File: src/sv/imnr_pkg.sv
// Shared types, token codes and helpers for the implicit multiply / negation rewriter.
package imnr_pkg;

    localparam logic [4:0] K_NUMBER  = 5'd0;
    localparam logic [4:0] K_LETTER  = 5'd1;
    localparam logic [4:0] K_BLOPEN  = 5'd2;
    localparam logic [4:0] K_BLCLOSE = 5'd3;
    localparam logic [4:0] K_SUB     = 5'd5;
    localparam logic [4:0] K_MUL     = 5'd6;
    localparam logic [4:0] K_EXP     = 5'd8;
    localparam logic [4:0] K_ROOT    = 5'd9;
    localparam logic [4:0] K_SIN     = 5'd10;
    localparam logic [4:0] K_ATAN    = 5'd15;
    localparam logic [4:0] K_LOG     = 5'd16;
    localparam logic [4:0] K_PI      = 5'd17;
    localparam logic [4:0] K_END     = 5'd18;

    localparam logic [1:0] CMD_TOKEN = 2'd0;
    localparam logic [1:0] CMD_BIND  = 2'd1;
    localparam logic [1:0] CMD_CLEAR = 2'd2;

    localparam logic [1:0] ERR_NONE     = 2'd0;
    localparam logic [1:0] ERR_UNBOUND  = 2'd1;
    localparam logic [1:0] ERR_OVERFLOW = 2'd2;

    localparam logic [63:0] BITS_MINUS_ONE = 64'hBFF0_0000_0000_0000;
    localparam logic [63:0] BITS_PI        = 64'h4009_21FB_5444_2D18;

    typedef enum logic [1:0] {
        BOP_NONE,
        BOP_ADD,
        BOP_CLEAR,
        BOP_SCAN
    } bind_op_t;

    typedef struct packed {
        bind_op_t    op;
        logic [7:0]  letter;
        logic [7:0]  subscript;
        logic [63:0] value;
    } bind_req_t;

    typedef struct packed {
        logic        done;
        logic        found;
        logic        empty;
        logic [63:0] value;
    } bind_status_t;

    typedef struct packed {
        logic [4:0]  kind;
        logic [63:0] num;
        logic [7:0]  letter;
        logic [7:0]  subscript;
        logic [1:0]  err;
    } res_t;

    function automatic logic is_operand_end(input logic [4:0] k);
        return (k == K_NUMBER) || (k == K_LETTER) || (k == K_BLCLOSE);
    endfunction

    function automatic logic is_func(input logic [4:0] k);
        return (k == K_PI) || (k inside {[K_SIN:K_ATAN]});
    endfunction

    function automatic logic is_wrapping_op(input logic [4:0] k);
        return (k == K_ROOT) || (k == K_EXP) || (k == K_LOG) || (k inside {[K_SIN:K_ATAN]});
    endfunction

    function automatic logic is_juxt(input logic [4:0] k, input logic [4:0] p);
        return ((k == K_NUMBER) && (p == K_BLCLOSE)) ||
               ((k == K_BLOPEN) && is_operand_end(p)) ||
               ((k == K_LETTER) && is_operand_end(p)) ||
               (is_func(k) && is_operand_end(p));
    endfunction

endpackage

File: src/sv/imnr_bind_table.sv
// Variable binding memory with a one-entry-per-cycle lookup scanner.
module imnr_bind_table #(
    parameter int NUM_VARS = 8
) (
    input  logic                  aclk,
    input  logic                  aresetn,
    input  imnr_pkg::bind_req_t   req,
    output imnr_pkg::bind_status_t status
);

    localparam int IDX_W = (NUM_VARS > 1) ? $clog2(NUM_VARS) : 1;
    localparam int CNT_W = $clog2(NUM_VARS + 1);

    typedef struct packed {
        logic [7:0]  letter;
        logic [7:0]  subscript;
        logic [63:0] value;
    } entry_t;

    typedef enum logic {
        SC_IDLE,
        SC_RUN
    } scan_state_t;

    entry_t mem [NUM_VARS];
    entry_t rd_reg;

    scan_state_t state_reg, state_next;
    logic [CNT_W-1:0] count_reg, count_next;
    logic [IDX_W-1:0] addr_reg, addr_next;
    logic [IDX_W-1:0] pend_idx_reg, pend_idx_next;
    logic             issuing_reg, issuing_next;
    logic             pend_reg, pend_next;
    logic [7:0]       key_let_reg, key_let_next;
    logic [7:0]       key_sub_reg, key_sub_next;
    logic             done_reg, done_next;
    logic             found_reg, found_next;
    logic [63:0]      value_reg, value_next;
    logic             full;
    logic             hit;

    assign full = (count_reg == CNT_W'(NUM_VARS));
    assign hit  = (rd_reg.letter == key_let_reg) && (rd_reg.subscript == key_sub_reg);

    always_ff @(posedge aclk) begin
        if (req.op == imnr_pkg::BOP_ADD && !full) begin
            mem[count_reg[IDX_W-1:0]] <= '{letter: req.letter, subscript: req.subscript,
                                            value: req.value};
        end
        rd_reg <= mem[addr_reg];
    end

    always_comb begin
        state_next    = state_reg;
        count_next    = count_reg;
        addr_next     = addr_reg;
        pend_idx_next = pend_idx_reg;
        issuing_next  = issuing_reg;
        pend_next     = 1'b0;
        key_let_next  = key_let_reg;
        key_sub_next  = key_sub_reg;
        done_next     = 1'b0;
        found_next    = found_reg;
        value_next    = value_reg;

        case (req.op)
            imnr_pkg::BOP_ADD: begin
                if (!full) count_next = count_reg + CNT_W'(1);
            end
            imnr_pkg::BOP_CLEAR: count_next = '0;
            default: ;
        endcase

        case (state_reg)
            SC_IDLE: begin
                if (req.op == imnr_pkg::BOP_SCAN) begin
                    // newest entry first: the first hit is the last binding written
                    key_let_next = req.letter;
                    key_sub_next = req.subscript;
                    addr_next    = IDX_W'(count_reg - CNT_W'(1));
                    issuing_next = 1'b1;
                    state_next   = SC_RUN;
                end
            end
            SC_RUN: begin
                if (issuing_reg) begin
                    pend_next     = 1'b1;
                    pend_idx_next = addr_reg;
                    if (addr_reg == '0) issuing_next = 1'b0;
                    else addr_next = addr_reg - IDX_W'(1);
                end
                if (pend_reg) begin
                    if (hit) begin
                        done_next    = 1'b1;
                        found_next   = 1'b1;
                        value_next   = rd_reg.value;
                        issuing_next = 1'b0;
                        pend_next    = 1'b0;
                        state_next   = SC_IDLE;
                    end else if (pend_idx_reg == '0) begin
                        done_next  = 1'b1;
                        found_next = 1'b0;
                        pend_next  = 1'b0;
                        state_next = SC_IDLE;
                    end
                end
            end
            default: state_next = SC_IDLE;
        endcase
    end

    always_ff @(posedge aclk) begin
        if (!aresetn) begin
            state_reg   <= SC_IDLE;
            count_reg   <= '0;
            issuing_reg <= 1'b0;
            pend_reg    <= 1'b0;
            done_reg    <= 1'b0;
        end else begin
            state_reg   <= state_next;
            count_reg   <= count_next;
            issuing_reg <= issuing_next;
            pend_reg    <= pend_next;
            done_reg    <= done_next;
        end
        addr_reg     <= addr_next;
        pend_idx_reg <= pend_idx_next;
        key_let_reg  <= key_let_next;
        key_sub_reg  <= key_sub_next;
        found_reg    <= found_next;
        value_reg    <= value_next;
    end

    assign status.done  = done_reg;
    assign status.found = found_reg;
    assign status.empty = (count_reg == '0);
    assign status.value = value_reg;

endmodule

File: src/sv/implicit_mult_negation_rewriter.sv
// Token stream rewriter: inserts implicit multiplies, expands unary minus, substitutes
// variables and pi, and flags unbound-variable and output-overflow errors. One word is
// accepted, then its zero to three result words are delivered, and the next word is taken
// only after the last of them. Result words go out one per cycle while m_tready stays
// high. A letter looked up in the binding table waits for the scanner, which reads the
// table newest entry first, one entry per cycle from a single memory read port, and stops
// at the first match. out_capacity is written through the cfg channel, which is always
// ready.
module implicit_mult_negation_rewriter #(
    parameter int NUM_VARS = 8
) (
    input  logic        aclk,
    input  logic        aresetn,
    // cfg: out_capacity
    input  logic        cfg_valid,
    output logic        cfg_ready,
    input  logic [15:0] cfg_data,
    // s_tdata: number_bits[63:0], letter_code[71:64], letter_subscript[79:72]
    input  logic        s_tvalid,
    output logic        s_tready,
    input  logic [79:0] s_tdata,
    // s_tuser: command[1:0], token_kind[6:2], zero pad[7]
    input  logic [7:0]  s_tuser,
    // m_tdata: out_number_bits[63:0], out_letter[71:64], out_subscript[79:72]
    output logic        m_tvalid,
    input  logic        m_tready,
    output logic [79:0] m_tdata,
    // m_tuser: out_kind[4:0], error_code[6:5], zero pad[7]
    output logic [7:0]  m_tuser,
    output logic        m_tlast
);

    typedef enum logic [1:0] {
        S_IDLE,
        S_EVAL,
        S_SCAN,
        S_EMIT
    } state_t;

    state_t state_reg, state_next;

    logic [15:0] capacity_reg;
    logic [1:0]  tok_cmd_reg;
    logic [4:0]  tok_kind_reg;
    logic [63:0] tok_num_reg;
    logic [7:0]  tok_let_reg;
    logic [7:0]  tok_sub_reg;

    logic [4:0]  prev_reg, prev_next;
    logic        at_start_reg, at_start_next;
    logic        seeking_reg, seeking_next;
    logic [15:0] depth_reg, depth_next;
    logic [15:0] count_reg, count_next;
    logic        dropping_reg, dropping_next;

    imnr_pkg::res_t res_reg [3];
    imnr_pkg::res_t res_next [3];
    logic [1:0]  n_reg, n_next;
    logic [1:0]  idx_reg, idx_next;

    imnr_pkg::bind_req_t    bind_req;
    imnr_pkg::bind_status_t bind_status;

    imnr_pkg::res_t main_item;
    logic        do_main;
    logic        clear_expr;
    logic        exempt;
    logic [1:0]  cnt;
    logic [16:0] sum;
    logic        out_accept;

    imnr_bind_table #(
        .NUM_VARS (NUM_VARS)
    ) u_bind (
        .aclk    (aclk),
        .aresetn (aresetn),
        .req     (bind_req),
        .status  (bind_status)
    );

    assign cfg_ready  = 1'b1;
    assign s_tready   = (state_reg == S_IDLE);
    assign m_tvalid   = (state_reg == S_EMIT);
    assign out_accept = m_tvalid && m_tready;

    assign m_tdata = {res_reg[idx_reg].subscript, res_reg[idx_reg].letter, res_reg[idx_reg].num};
    assign m_tuser = {1'b0, res_reg[idx_reg].err, res_reg[idx_reg].kind};
    assign m_tlast = (idx_reg == n_reg - 2'd1);

    always_comb begin
        state_next    = state_reg;
        prev_next     = prev_reg;
        at_start_next = at_start_reg;
        seeking_next  = seeking_reg;
        depth_next    = depth_reg;
        count_next    = count_reg;
        dropping_next = dropping_reg;
        res_next      = res_reg;
        n_next        = n_reg;
        idx_next      = idx_reg;
        do_main       = 1'b0;
        clear_expr    = 1'b0;
        exempt        = 1'b0;
        cnt           = '0;
        sum           = '0;
        main_item     = '0;
        bind_req.op        = imnr_pkg::BOP_NONE;
        bind_req.letter    = tok_let_reg;
        bind_req.subscript = tok_sub_reg;
        bind_req.value     = tok_num_reg;

        case (state_reg)
            S_IDLE: begin
                if (s_tvalid) state_next = S_EVAL;
            end
            S_EVAL: begin
                state_next = S_IDLE;
                case (tok_cmd_reg)
                    imnr_pkg::CMD_BIND:  bind_req.op = imnr_pkg::BOP_ADD;
                    imnr_pkg::CMD_CLEAR: bind_req.op = imnr_pkg::BOP_CLEAR;
                    imnr_pkg::CMD_TOKEN: begin
                        if (dropping_reg) begin
                            if (tok_kind_reg == imnr_pkg::K_END) begin
                                dropping_next = 1'b0;
                                clear_expr    = 1'b1;
                            end
                        end else if (count_reg > capacity_reg) begin
                            res_next[cnt] = '{kind: imnr_pkg::K_NUMBER, num: '0, letter: '0,
                                              subscript: '0, err: imnr_pkg::ERR_OVERFLOW};
                            cnt = cnt + 2'd1;
                            if (tok_kind_reg == imnr_pkg::K_END) clear_expr = 1'b1;
                            else dropping_next = 1'b1;
                        end else if (tok_kind_reg == imnr_pkg::K_SUB &&
                                     (at_start_reg || !imnr_pkg::is_operand_end(prev_reg))) begin
                            // unary minus: -1 * ..., bracketed after a function-like op
                            if (!at_start_reg && imnr_pkg::is_wrapping_op(prev_reg)) begin
                                res_next[cnt] = '{kind: imnr_pkg::K_BLOPEN, num: '0, letter: '0,
                                                  subscript: '0, err: imnr_pkg::ERR_NONE};
                                cnt = cnt + 2'd1;
                                seeking_next = 1'b1;
                            end
                            res_next[cnt] = '{kind: imnr_pkg::K_NUMBER,
                                              num: imnr_pkg::BITS_MINUS_ONE, letter: '0,
                                              subscript: '0, err: imnr_pkg::ERR_NONE};
                            cnt = cnt + 2'd1;
                            res_next[cnt] = '{kind: imnr_pkg::K_MUL, num: '0, letter: '0,
                                              subscript: '0, err: imnr_pkg::ERR_NONE};
                            cnt = cnt + 2'd1;
                            at_start_next = 1'b0;
                            prev_next     = tok_kind_reg;
                        end else if (tok_kind_reg == imnr_pkg::K_LETTER && !bind_status.empty) begin
                            bind_req.op = imnr_pkg::BOP_SCAN;
                            state_next  = S_SCAN;
                        end else begin
                            do_main = 1'b1;
                            if (tok_kind_reg == imnr_pkg::K_PI) begin
                                main_item.kind = imnr_pkg::K_NUMBER;
                                main_item.num  = imnr_pkg::BITS_PI;
                            end else begin
                                main_item.kind = tok_kind_reg;
                                if (tok_kind_reg == imnr_pkg::K_NUMBER) main_item.num = tok_num_reg;
                                if (tok_kind_reg == imnr_pkg::K_LETTER) begin
                                    main_item.letter    = tok_let_reg;
                                    main_item.subscript = tok_sub_reg;
                                end
                            end
                        end
                    end
                    default: ;
                endcase
            end
            S_SCAN: begin
                if (bind_status.done) begin
                    if (bind_status.found) begin
                        do_main        = 1'b1;
                        main_item.kind = imnr_pkg::K_NUMBER;
                        main_item.num  = bind_status.value;
                    end else begin
                        res_next[cnt] = '{kind: imnr_pkg::K_NUMBER, num: '0, letter: '0,
                                          subscript: '0, err: imnr_pkg::ERR_UNBOUND};
                        cnt = cnt + 2'd1;
                        dropping_next = 1'b1;
                        at_start_next = 1'b0;
                    end
                end
            end
            S_EMIT: begin
                if (out_accept) begin
                    if (idx_reg == n_reg - 2'd1) begin
                        idx_next   = '0;
                        state_next = S_IDLE;
                    end else begin
                        idx_next = idx_reg + 2'd1;
                    end
                end
            end
            default: state_next = S_IDLE;
        endcase

        if (do_main) begin
            at_start_next = 1'b0;
            if (!at_start_reg && imnr_pkg::is_juxt(tok_kind_reg, prev_reg)) begin
                res_next[cnt] = '{kind: imnr_pkg::K_MUL, num: '0, letter: '0,
                                  subscript: '0, err: imnr_pkg::ERR_NONE};
                cnt = cnt + 2'd1;
            end
            if (tok_kind_reg == imnr_pkg::K_BLOPEN)  depth_next = depth_reg + 16'd1;
            if (tok_kind_reg == imnr_pkg::K_BLCLOSE) depth_next = depth_reg - 16'd1;
            exempt = (tok_kind_reg == imnr_pkg::K_NUMBER) || (tok_kind_reg == imnr_pkg::K_LETTER) ||
                     (tok_kind_reg == imnr_pkg::K_PI) || (tok_kind_reg == imnr_pkg::K_BLOPEN) ||
                     imnr_pkg::is_wrapping_op(tok_kind_reg);
            // close the bracket opened for a wrapped minus at the next top-level operator
            if (seeking_reg && !exempt && depth_next == 16'd0) begin
                res_next[cnt] = '{kind: imnr_pkg::K_BLCLOSE, num: '0, letter: '0,
                                  subscript: '0, err: imnr_pkg::ERR_NONE};
                cnt = cnt + 2'd1;
                seeking_next = 1'b0;
            end
            res_next[cnt] = main_item;
            cnt = cnt + 2'd1;
            prev_next = tok_kind_reg;
            if (tok_kind_reg == imnr_pkg::K_END) clear_expr = 1'b1;
        end

        if (cnt != 2'd0) begin
            sum        = {1'b0, count_reg} + 17'(cnt);
            count_next = sum[16] ? 16'hFFFF : sum[15:0];
            n_next     = cnt;
            idx_next   = '0;
            state_next = S_EMIT;
        end

        if (clear_expr) begin
            prev_next     = imnr_pkg::K_NUMBER;
            at_start_next = 1'b1;
            seeking_next  = 1'b0;
            depth_next    = '0;
            count_next    = '0;
        end
    end

    always_ff @(posedge aclk) begin
        if (!aresetn) begin
            state_reg    <= S_IDLE;
            capacity_reg <= 16'hFFFF;
            prev_reg     <= imnr_pkg::K_NUMBER;
            at_start_reg <= 1'b1;
            seeking_reg  <= 1'b0;
            depth_reg    <= '0;
            count_reg    <= '0;
            dropping_reg <= 1'b0;
            n_reg        <= '0;
            idx_reg      <= '0;
        end else begin
            state_reg    <= state_next;
            if (cfg_valid && cfg_ready) capacity_reg <= cfg_data;
            prev_reg     <= prev_next;
            at_start_reg <= at_start_next;
            seeking_reg  <= seeking_next;
            depth_reg    <= depth_next;
            count_reg    <= count_next;
            dropping_reg <= dropping_next;
            n_reg        <= n_next;
            idx_reg      <= idx_next;
        end
        res_reg <= res_next;
        if (s_tvalid && s_tready) begin
            tok_cmd_reg  <= s_tuser[1:0];
            tok_kind_reg <= s_tuser[6:2];
            tok_num_reg  <= s_tdata[63:0];
            tok_let_reg  <= s_tdata[71:64];
            tok_sub_reg  <= s_tdata[79:72];
        end
    end

endmodule

File: config.mk
export PLATFORM = sky130hd
export DESIGN_NAME = implicit_mult_negation_rewriter
export DESIGN_NICKNAME = d
export VERILOG_FILES = /design/src/sv/imnr_pkg.sv /design/src/sv/imnr_bind_table.sv /design/src/sv/implicit_mult_negation_rewriter.sv
export SDC_FILE = /design/constraint.sdc
export NUM_CORES = 1
export LEC_CHECK = 0
export BUFFER_PORTS_ARGS = -buffer_cell sky130_fd_sc_hd__buf_4
export CAP_MARGIN = 10
export CORE_MARGIN = 1.5
export CORE_UTILIZATION = 49
export CTS_BUF_LIST = sky130_fd_sc_hd__clkbuf_16
export CTS_CLUSTER_DIAMETER = 200
export DETAILED_ROUTE_END_ITERATION = 16
export PLACE_DENSITY_LB_ADDON = 0.08
export SETUP_SLACK_MARGIN = 0.2
export SKIP_LAST_GASP = 1
export SYNTH_ARGS = -nofsm -noshare
export SYNTH_HDL_FRONTEND = slang
export SYNTH_SLANG_ARGS = --single-unit
File: constraint.sdc
create_clock -name aclk -period 7.6 [get_ports aclk]
set_input_delay 1.9 -clock aclk [delete_from_list [all_inputs] [get_ports aclk]]
set_output_delay 1.9 -clock aclk [all_outputs]
set_load 0.1 [all_outputs]
== Word level (Yosys, flattened, before mapping) ==
Memories as Yosys holds them, arrays and structs flattened. A register that Yosys moved wholly into a read port is not among the register bits.
Index checks and enable logic that the tools add are counted.
Storage, ports and cells
  memories kept: 1
  bits of input ports: 109
  flip-flop bits (word level): 505
  output and inout bits: 92
  memory bits (writable): 640
Memory list
  u_bind.mem: words 8, bits a word 80, read ports 1, clocked after memory_dff 1, wr ports 1, line imnr_bind_table.sv:25  | entry_t mem [NUM_VARS];
Operators by class
  reductions and logical operators: 75
  magnitude comparators: 16
  $add $sub $neg: 13
  eq/ne operators: 44
  bitwise operators: 20
  muxes and demuxes: 156
Operators with widths (count)
  261-bit 2-to-1 mux: 8
  87-bit 2-to-1 mux: 16
  87-bit demux with 2-bit select: 5
  255-bit bitwise AND: 3
  255-bit NOT: 3
  85-bit 2-to-1 mux: 5
  174-bit 2-to-1 mux: 2
  261-bit bitwise mux: 1
  228-bit bitwise AND: 1
  228-bit NOT: 1
  64-bit 2-to-1 mux: 3
  87-bit binary-select mux with 2-bit select: 1
  87-bit one-hot mux with 2 select lines: 1
  69-bit one-hot mux with 2 select lines: 1
  16-bit 2-to-1 mux: 7
  69-bit 2-to-1 mux: 1
  2-bit 2-to-1 mux: 30
  1-bit 2-to-1 mux: 55
  33-bit bitwise OR: 1
  5-bit 2-to-1 mux: 6
  1-bit logical AND: 21
  5-bit by 4-bit equality test with 1-bit output (second input constant): 4
  5-bit equality test (second input constant): 4
  3-bit greater-or-equal comparator (second input constant): 6
  other kinds (50): 138

== Logic depth before layout (Yosys ltp) ==
Gate-level depths: netlist (run 1).
  word-level depth: 32
  gate-level depth with buffers: 25
  gate-level depth less buffers: 25

== Modules after synthesis ==
Synthesis (run 1) repeated with hierarchy kept, for this count alone.
Second synthesis, totals
  cell total of the unflattened synthesis: 2949
  area, all modules: 47190.3 µm²
Modules (own cells, without submodules)
  imnr_bind_table: area an instance 29320.6 µm², cells an instance 1186, times used 1
  implicit_mult_negation_rewriter: area an instance 17869.6 µm², cells an instance 1763, times used 1

== Least setup slack after synthesis (run 1) ==
Ideal clock, no wire load.
  path kind: register to register
  start: register state_reg[1]
  end: memory u_bind.mem[1][0] (netlist name) (enable)
  setup time: 0.616 ns
  data required time: 6.984 ns
  cell stages (with the launch flop): 8
  setup slack: -0.082 ns
  period minus slack after synthesis: 7.682 ns
  data arrival time: 7.066 ns
  cells stage by stage: dfxtp_1 > inv_1 > ha_1 > clkbuf_1 > nand2_1 > a311oi_1 > nand2_1 > nor3_1
On the way
  longest elaborated chain between the ends: 6
Ends and longest elaborated chain
  from (decl): line implicit_mult_negation_rewriter.sv:40  | state_t state_reg, state_next;
  from (signal assigned): line implicit_mult_negation_rewriter.sv:255  | state_reg <= state_next;
  2-bit by 1-bit equality test with 1-bit output: line implicit_mult_negation_rewriter.sv:112  | case (state_reg)
  2-bit 2-to-1 mux: line implicit_mult_negation_rewriter.sv:112
  2-bit by 1-bit equality test with 1-bit output: line imnr_bind_table.sv:46  | if (req.op == imnr_pkg::BOP_ADD && !full) begin
  1-bit logical AND: line imnr_bind_table.sv:46
  1-bit 2-to-1 mux: line imnr_bind_table.sv:46
  1-bit 2-to-1 mux (implied by the code): line imnr_bind_table.sv:47  | mem[count_reg[IDX_W-1:0]] <= '{letter: req.letter, subscript: req.subscript,
  to (decl): line imnr_bind_table.sv:25
Every way passes these cells.

== Worst setup path in the final report (run 1) ==
  start: register tok_kind_reg[0]
  end: register count_reg[5]
On the way
  longest elaborated chain between the ends: 17
  elaborated cells between the ends (all ways): 68
Ends and longest elaborated chain
  from (decl): line implicit_mult_negation_rewriter.sv:44  | logic [4:0] tok_kind_reg;
  from (signal assigned): line implicit_mult_negation_rewriter.sv:269  | tok_kind_reg <= s_tuser[6:2];
  5-bit by 3-bit equality test with 1-bit output: line implicit_mult_negation_rewriter.sv:133  | end else if (tok_kind_reg == imnr_pkg::K_SUB &&
  1-bit logical AND: line implicit_mult_negation_rewriter.sv:133
  2-bit 2-to-1 mux: line implicit_mult_negation_rewriter.sv:133
  2-bit 2-to-1 mux: line implicit_mult_negation_rewriter.sv:127  | end else if (count_reg > capacity_reg) begin
  2-bit 2-to-1 mux: line implicit_mult_negation_rewriter.sv:122  | if (dropping_reg) begin
  2-bit 2-to-1 mux: line implicit_mult_negation_rewriter.sv:118  | case (tok_cmd_reg)
  2-bit one-hot mux with 2 select lines: line implicit_mult_negation_rewriter.sv:112
  2-bit by 1-bit adder with 2-bit output: line implicit_mult_negation_rewriter.sv:205  | cnt = cnt + 2'd1;
  [2 not listed]
  2-bit by 1-bit adder with 2-bit output: line implicit_mult_negation_rewriter.sv:216  | cnt = cnt + 2'd1;
  2-bit 2-to-1 mux: line implicit_mult_negation_rewriter.sv:213  | if (seeking_reg && !exempt && depth_next == 16'd0) begin
  2-bit 2-to-1 mux: line implicit_mult_negation_rewriter.sv:200  | if (do_main) begin
  2-bit by 1-bit adder with 2-bit output: line implicit_mult_negation_rewriter.sv:220  | cnt = cnt + 2'd1;
  2-bit 2-to-1 mux (*): line implicit_mult_negation_rewriter.sv:200
  net cnt[1]: line implicit_mult_negation_rewriter.sv:68  | logic [1:0] cnt;
  16-bit by 2-bit adder with 17-bit output: line implicit_mult_negation_rewriter.sv:226  | sum = {1'b0, count_reg} + 17'(cnt);
  16-bit 2-to-1 mux: line implicit_mult_negation_rewriter.sv:227  | count_next = sum[16] ? 16'hFFFF : sum[15:0];
  to (signal assigned): line implicit_mult_negation_rewriter.sv:261  | count_reg <= count_next;
  to (decl): line implicit_mult_negation_rewriter.sv:53  | logic [15:0] count_reg, count_next;
Mark *: on every way through the listed nets, which the timed path passes. The rest lies on a longest branch. The select of a mux whose other input is x is not followed.
A chain may end at the register's enable or synchronous reset.

==> metrics.yaml, run 1 <==
cts:
  cts_setup_buffers: 0
  clk_latency_ns: 0.74
  clockBufferDepth: 3
  clock_sinks: 1225
  htree_num_levels: 4
  clk_pin_slew_worst_paths_ns: 0.06
  hold_buffers: 0
  cts_tree: "done"
  cts-buffers-inserted: 130
  clockRootBuffer: "clkbuf_16"
  cts_resized: 0
worst_setup_path:
  cp_top_family: "simple AND/OR/NAND/NOR gates"
  crit_arrival_ns: 6.91
  cpMostUsedCell: "nand2_1"
  path_cells: "nand2_1 > or4_1 > nor3_1 > a21oi_1 > a221o_1 > inv_1 > ha_1 > o21a_1 > inv_1 > ha_1 > nand2_1 > o21a_1 > ha_1 > o32a_1 > inv_1 > fa_1 > and2_0 > nand2_1 > nor2_1 > nand2_1 > o21ai_0 > a21oi_1 > a311oi_1"
  crit_required_ns: 8.22
  r2r_start: "tok_kind_reg[0]"
  crit_start: "tok_kind_reg[0]"
  slowest_stage: "edfxtp_1"
  setup.worst_path.end_class: "flip-flop"
  worst-path-buf-inv: 3
  path_max_fanout: 24
  critPathMaxStageDelay_ns: 0.81
  crit_type: "reg2reg"
  worstSetupStartpointType: "flip-flop"
pwr:
  ir_worst_vdd_mv: 0.204
  leakagePower_nw: 17.9
  finalPower_mw: 14.0
  p_per_area_mw_per_mm2: 262
global_route:
  antenna_found_initial: 1
  track_usage: 0.243
  grt_pass1_wl_mm: 177
  grt_pass1_vias: 27803
  grt_max_degree: 164
  grt-ovfl-total: 0
placement:
  hpwl_mm: 66.7
  place.port_buffers: 197
  gp_congestion: 0.861
  dp_cells: 4274
  place_ws_ns: 1.46
drt:
  routed-wl-met3_mm: 7.77
  wl_mm: 119
  initialDrtViolationCount: 2388
  m1WireLength_mm: 51.7
  top_layer: "met5"
  drc_errors: 0
  wl_per_cell_um: 26.3
  vias_per_cell: 6.04
  vias: 27267
  first_pass_iters: 5
  postRouteAntennaNets: 0
  wl_met2_mm: 56.6
hold_path:
  hp-start: "u_bind.rd_reg[29]"
  worstHoldPathType: "reg2reg"
logic_synthesis:
  synth_area_per_cell_um2: 15.7
  yosys.area_share.adder: 0.0101
  yosysMostFrequentCell: "edfxtp_1"
  synthXorXnorAreaFrac: 0.00825
  synth_top_family_by_area: "multiplexers"
  synthDistinctLibCells: 83
  syn_inst: 2966
  synth_area_leaders: "edfxtp_1, dfxtp_1, mux4_2"
  seq_area_frac_synth: 0.702
  synth_edf_count: 814
  yosys_warnings: 0
  syn_area_mm2: 0.0465
  synthesis.nets: 3112
  synth-simple-area-share: 0.0489
  synth.area.mux_share: 0.118
  synth_top_area_share: 0.525
  synth_common_cells: "edfxtp_1, dfxtp_1, nand2_1"
  synthFlopType: "edfxtp_1"
  synth_seq_cells: 1225
  synthArstFlopShare: 0
  synth-compound-area-share: 0.0914
  synth_top_area_cell: "edfxtp_1"
timing:
  setup_ws_ns: 1.31
  tns_ns: 0
  setup_viol: 0
  max_slew.worst_pin.slew_ns: 1.18
  fmax_mhz: 159
  fin_crit_sh: 0.828
  finalHoldViolations: 0
  grt_setup_unrepaired: "no"
  fin_crit_ns: 6.29
  maxSlewHeadroom: 0.211
  skew_ns: 0.0252
  finalMaxSlewViolations: 0
die:
  die_h_um: 311
  io_pins: 201
  start_util: 0.496
  rows: 112
  die-area_mm2: 0.0968
  core-area_mm2: 0.0937
  fp.dieW_um: 311
layout:
  fin_nets: 3298
  final_util: 0.570
  instances_no_fill: 4516
  largest_reg_flops: 640
  drive_above_1_share: 0.220
  syn_to_final_growth_pct: 14.9
  antennaDiodeCount: 0
run_status:
  status: "completed"
job:
  drv_cap: 0
[power by group]
part | leakage (nW) | total [mW] | internal, mW | switching [mW]
registers | 10.7 | 7.47 | 7.31 | 0.158
clock network | 2.17 | 6.06 | 3.47 | 2.59
logic | 5.02 | 0.514 | 0.141 | 0.374
[routing by layer]
| layer | vias up | global-route usage |
|---|---|---|
| li1 | 11941 | - |
| met1 | 14148 | 0.343 |
| met2 | 988 | 0.390 |
| met3 | 188 | 0.0403 |
| met4 | 2 | 0.0717 |
| met5 | - | 0 |
[cell families after synthesis]
kind of cell             Yosys count
AO/OA/AOI/OAI                    597
XOR/XNOR                          43
adder cells (fa/ha/maj)           37
buffers and inverters            242
flip-flops                      1225
multiplexers                     338
other                              2
AND/OR/NAND/NOR                  482
[worst paths after layout]
path | slack (ns) | end | cells after the start
worst max-delay path | 1.31 | count_reg[5] | 23
worst min-delay path | 0.39 | u_bind.value_reg[29] | 0
worst max register to register | 1.31 | count_reg[5] | 23
worst min register to register | 0.39 | u_bind.value_reg[29] | 0
[cell usage in the layout (no fill, tap or decap), types with 79 or more instances in the layout]
master     count
buf_4        241
clkbuf_16    135
dfxtp_1      409
nor2_1        79
inv_1         91
nand2_1      234
o21ai_0      159
mux2_2        81
mux4_2       160
edfxtp_1     814
mux2i_1       97
[per-stage QoR]
step                      cell area, um^2  hold WS, ns
after floorplan                     46500        0.386
after global placement              49400        0.386
after detailed placement            49400        0.389
after CTS                           53500        0.398
after global routing                53500        0.401
final                               53500        0.391
[final cells by class]
| class | count | area [um^2] |
|---|---|---|
| clock inverters | 107 | 727 |
| well taps | 1254 | 1570 |
| multi-input cells | 1499 | 13000 |
| clock buffers | 135 | 3380 |
| fillers | 7306 | 40300 |
| repair buffers | 247 | 1930 |
| flip-flops and latches | 1225 | 32700 |
| inverters | 49 | 184 |
Power figures use the tool's default switching activity.
==> run 2, diff against run 1 <==
- ABC_AREA: not set -> 1
- clock period: 7.6 -> 6.1 ns (I/O delays scaled with it)
==> metrics.yaml, run 2 <==
run_status:
  status: "completed"  # unchanged
pwr:
  ir_worst_vdd_mv: 0.245  # was 0.204 mV
  finalPower_mw: 18.1  # was 14.0 mW
  leakagePower_nw: 21.4  # was 17.9 nW
  p_per_area_mw_per_mm2: 325  # was 262 mW/mm^2
layout:
  fillers: 8550  # was 7,306
  syn_to_final_growth_pct: 13.9  # was 14.9%
  fin_nets: 5003  # was 3,298
  largest_reg_flops: 640  # unchanged
  final_util: 0.565  # was 0.570
  final_cell_mix: "edfxtp_1, nor2_1, o21ai_0"  # was edfxtp_1, dfxtp_1, buf_4
  drive_above_1_share: 0.109  # was 0.220
  final_common_cell: "edfxtp_1"  # unchanged
worst_setup_path:
  setup.worst_path.end_class: "flip-flop"  # unchanged
  crit_required_ns: 6.73  # was 8.22 ns
  worstSetupStartpointType: "flip-flop"  # unchanged
  path_max_fanout: 41  # was 24
  crit_type: "reg2reg"  # unchanged
  crit_arrival_ns: 6.08  # was 6.91 ns
cts:
  clockRootBuffer: "clkbuf_16"  # unchanged
  hold_buffers: 0  # unchanged
  cts_tree: "done"  # unchanged
  clockBufferDepth: 3  # unchanged
  cts-buffers-inserted: 132  # was 130
  clk_pin_slew_worst_paths_ns: 0.06  # about the same
  clock_sinks: 1225  # unchanged
  clk_latency_ns: 0.74  # about the same
  htree_num_levels: 4  # unchanged
logic_synthesis:
  synth_seq_cells: 1225  # unchanged
  synthArstFlopShare: 0  # unchanged
  synth_area_per_cell_um2: 10.4  # was 15.7 um^2
  synth_area_leaders: "edfxtp_1, dfxtp_1, o21ai_0"  # was edfxtp_1, dfxtp_1, mux4_2
  syn_area_mm2: 0.0491  # was 0.0465 mm^2
  synthesis.nets: 4884  # was 3,112
  synth_top_area_cell: "edfxtp_1"  # unchanged
  synthFlopType: "edfxtp_1"  # unchanged
  synth_top_area_share: 0.498  # was 0.525
  syn_inst: 4738  # was 2,966
  synthDistinctLibCells: 50  # was 83
  synth_edf_count: 814  # unchanged
  synth_common_cells: "edfxtp_1, nor2_1, o21ai_0"  # was edfxtp_1, dfxtp_1, nand2_1
  yosysMostFrequentCell: "edfxtp_1"  # unchanged
  seq_area_frac_synth: 0.666  # was 0.702
  yosys_warnings: 0  # unchanged
timing:
  setup_ws_ns: 0.650  # was 1.31 ns
  tns_ns: 0  # unchanged
  fin_crit_ns: 5.45  # was 6.29 ns
  skew_ns: 0.0268  # was 0.0252 ns
  finalHoldViolations: 0  # unchanged
  max_slew.worst_pin.slew_ns: 1.16  # was 1.18 ns
  finalMaxSlewViolations: 0  # unchanged
  fin_crit_sh: 0.893  # was 0.828
  setup_viol: 0  # unchanged
  fmax_mhz: 183  # was 159 MHz
  grt_setup_unrepaired: "no"  # unchanged
  maxSlewHeadroom: 0.229  # was 0.211
  hold_slack_ns: 0.390  # was 0.391 ns
die:
  core-area_mm2: 0.0989  # was 0.0937 mm^2
  start_util: 0.496  # about the same
  die_h_um: 319  # was 311 um
  die-area_mm2: 0.102  # was 0.0968 mm^2
  rows: 115  # was 112
  fp.dieW_um: 319  # was 311 um
  io_pins: 201  # unchanged
global_route:
  grt-ovfl-total: 0  # unchanged
  track_usage: 0.269  # was 0.243
  grt_pass1_vias: 33605  # was 27,803
  antenna_found_initial: 1  # unchanged
  grt_pass1_wl_mm: 208  # was 177 mm
  grt_max_degree: 215  # was 164
drt:
  drc_errors: 0  # unchanged
  wl_mm: 138  # was 119 mm
  first_pass_iters: 6  # was 5
  initialDrtViolationCount: 3526  # was 2,388
  postRouteAntennaNets: 0  # unchanged
  wl_per_cell_um: 22.1  # was 26.3 um
  vias_per_cell: 5.66  # was 6.04
  vias: 35408  # was 27,267
placement:
  hpwl_mm: 75.5  # was 66.7 mm
  place.port_buffers: 197  # unchanged
  place_ws_ns: 0.654  # was 1.46 ns
  gp_congestion: 0.885  # was 0.861
job:
  drv_cap: 0  # unchanged
hold_path:
  worstHoldPathType: "reg2reg"  # unchanged
run 2: cell types whose count changed after synthesis, moves of 60 or more:
cell       previous run  this run
a22o_1               72         0
a31oi_1              11        81
clkbuf_1            144       204
inv_1                49       349
mux2_2               81         0
mux2i_1              97         0
mux4_2              160         0
nand2_1             237       572
nand3_1              12       254
nor2_1               86       759
o21ai_0             160       641
o22ai_1              20       197
o2bb2ai_1            72         0
run 2: what timing repair did:
action | CTS | global route
resized for setup | 0 | 2
buffers inserted | 0 | 2
setup endpoints to repair | 0 | 13
run 2: power by group:
| group | internal [mW] | switching (mW) |
|---|---|---|
| Clock | 4.29 | 3.24 |
| Combinational | 0.264 | 0.759 |
| Sequential | 9.30 | 0.290 |
run 2: worst max-delay path, stage by stage (launching register included):
cell,delay [ns]
edfxtp_1,0.57
nor2_2,0.19
nand3_1,0.13
nor3_4,0.36
inv_1,0.08
nor2_1,0.10
buf_4,0.18
inv_1,0.18
nor3_1,0.29
inv_1,0.11
ha_1,0.32
o22ai_2,0.25
ha_1,0.27
nand2_1,0.06
o21a_1,0.14
inv_1,0.06
ha_1,0.28
inv_1,0.12
nor2_4,0.05
inv_2,0.38
nand2_2,0.15
nor2_4,0.28
nand2_4,0.07
buf_4,0.34
o21ai_0,0.30
run 2: worst paths after layout:
kind | from | endpoint | slack [ns] | depth (start not counted)
setup / recovery | tok_kind_reg[1] | res_reg[122] | 0.65 | 24
hold / removal | u_bind.rd_reg[54] | u_bind.value_reg[54] | 0.39 | 0
setup reg to reg | tok_kind_reg[1] | res_reg[122] | 0.65 | 24
hold reg to reg | u_bind.rd_reg[54] | u_bind.value_reg[54] | 0.39 | 0
run 2: per-layer routing:
metal | GRT usage | part of all wire
met3 | 0.0449 | 0.070
met2 | 0.433 | 0.47
met4 | 0.0780 | 0.023
met5 | 0 | 0
met1 | 0.377 | 0.44
run 2: final cells by class:
class | instances | area [um^2] | area share
Sequential cell | 1225 | 32700 | 0.585
Multi-Input combinational cell | 2859 | 13900 | 0.249
Clock buffer | 139 | 3480 | 0.0622
Timing Repair Buffer | 268 | 2170 | 0.0389
Tap cell | 1287 | 1610 | 0.0288
Inverter | 371 | 1420 | 0.0254
Clock inverter | 105 | 614 | 0.0110
Antenna cell | 1 | 2.50 | 0.0000448
run 2: metrics by stage:
step	instance area, um^2	cells
2_1_floorplan	49100	4738
3_5_place_dp	51800	6008
3_3_place_gp	51800	6008
6_report	55900	6255
4_1_cts	55900	6252
5_1_grt	55900	6254
run 2: cells by family after synthesis:
| logic type | synth area share |
|---|---|
| AO/OA/AOI/OAI | 0.125 |
| other | 0.000153 |
| flip-flops | 0.666 |
| XOR/XNOR | 0.00482 |
| buffers and inverters | 0.0535 |
| AND/OR/NAND/NOR | 0.141 |
| adder cells (fa/ha/maj) | 0.00959 |
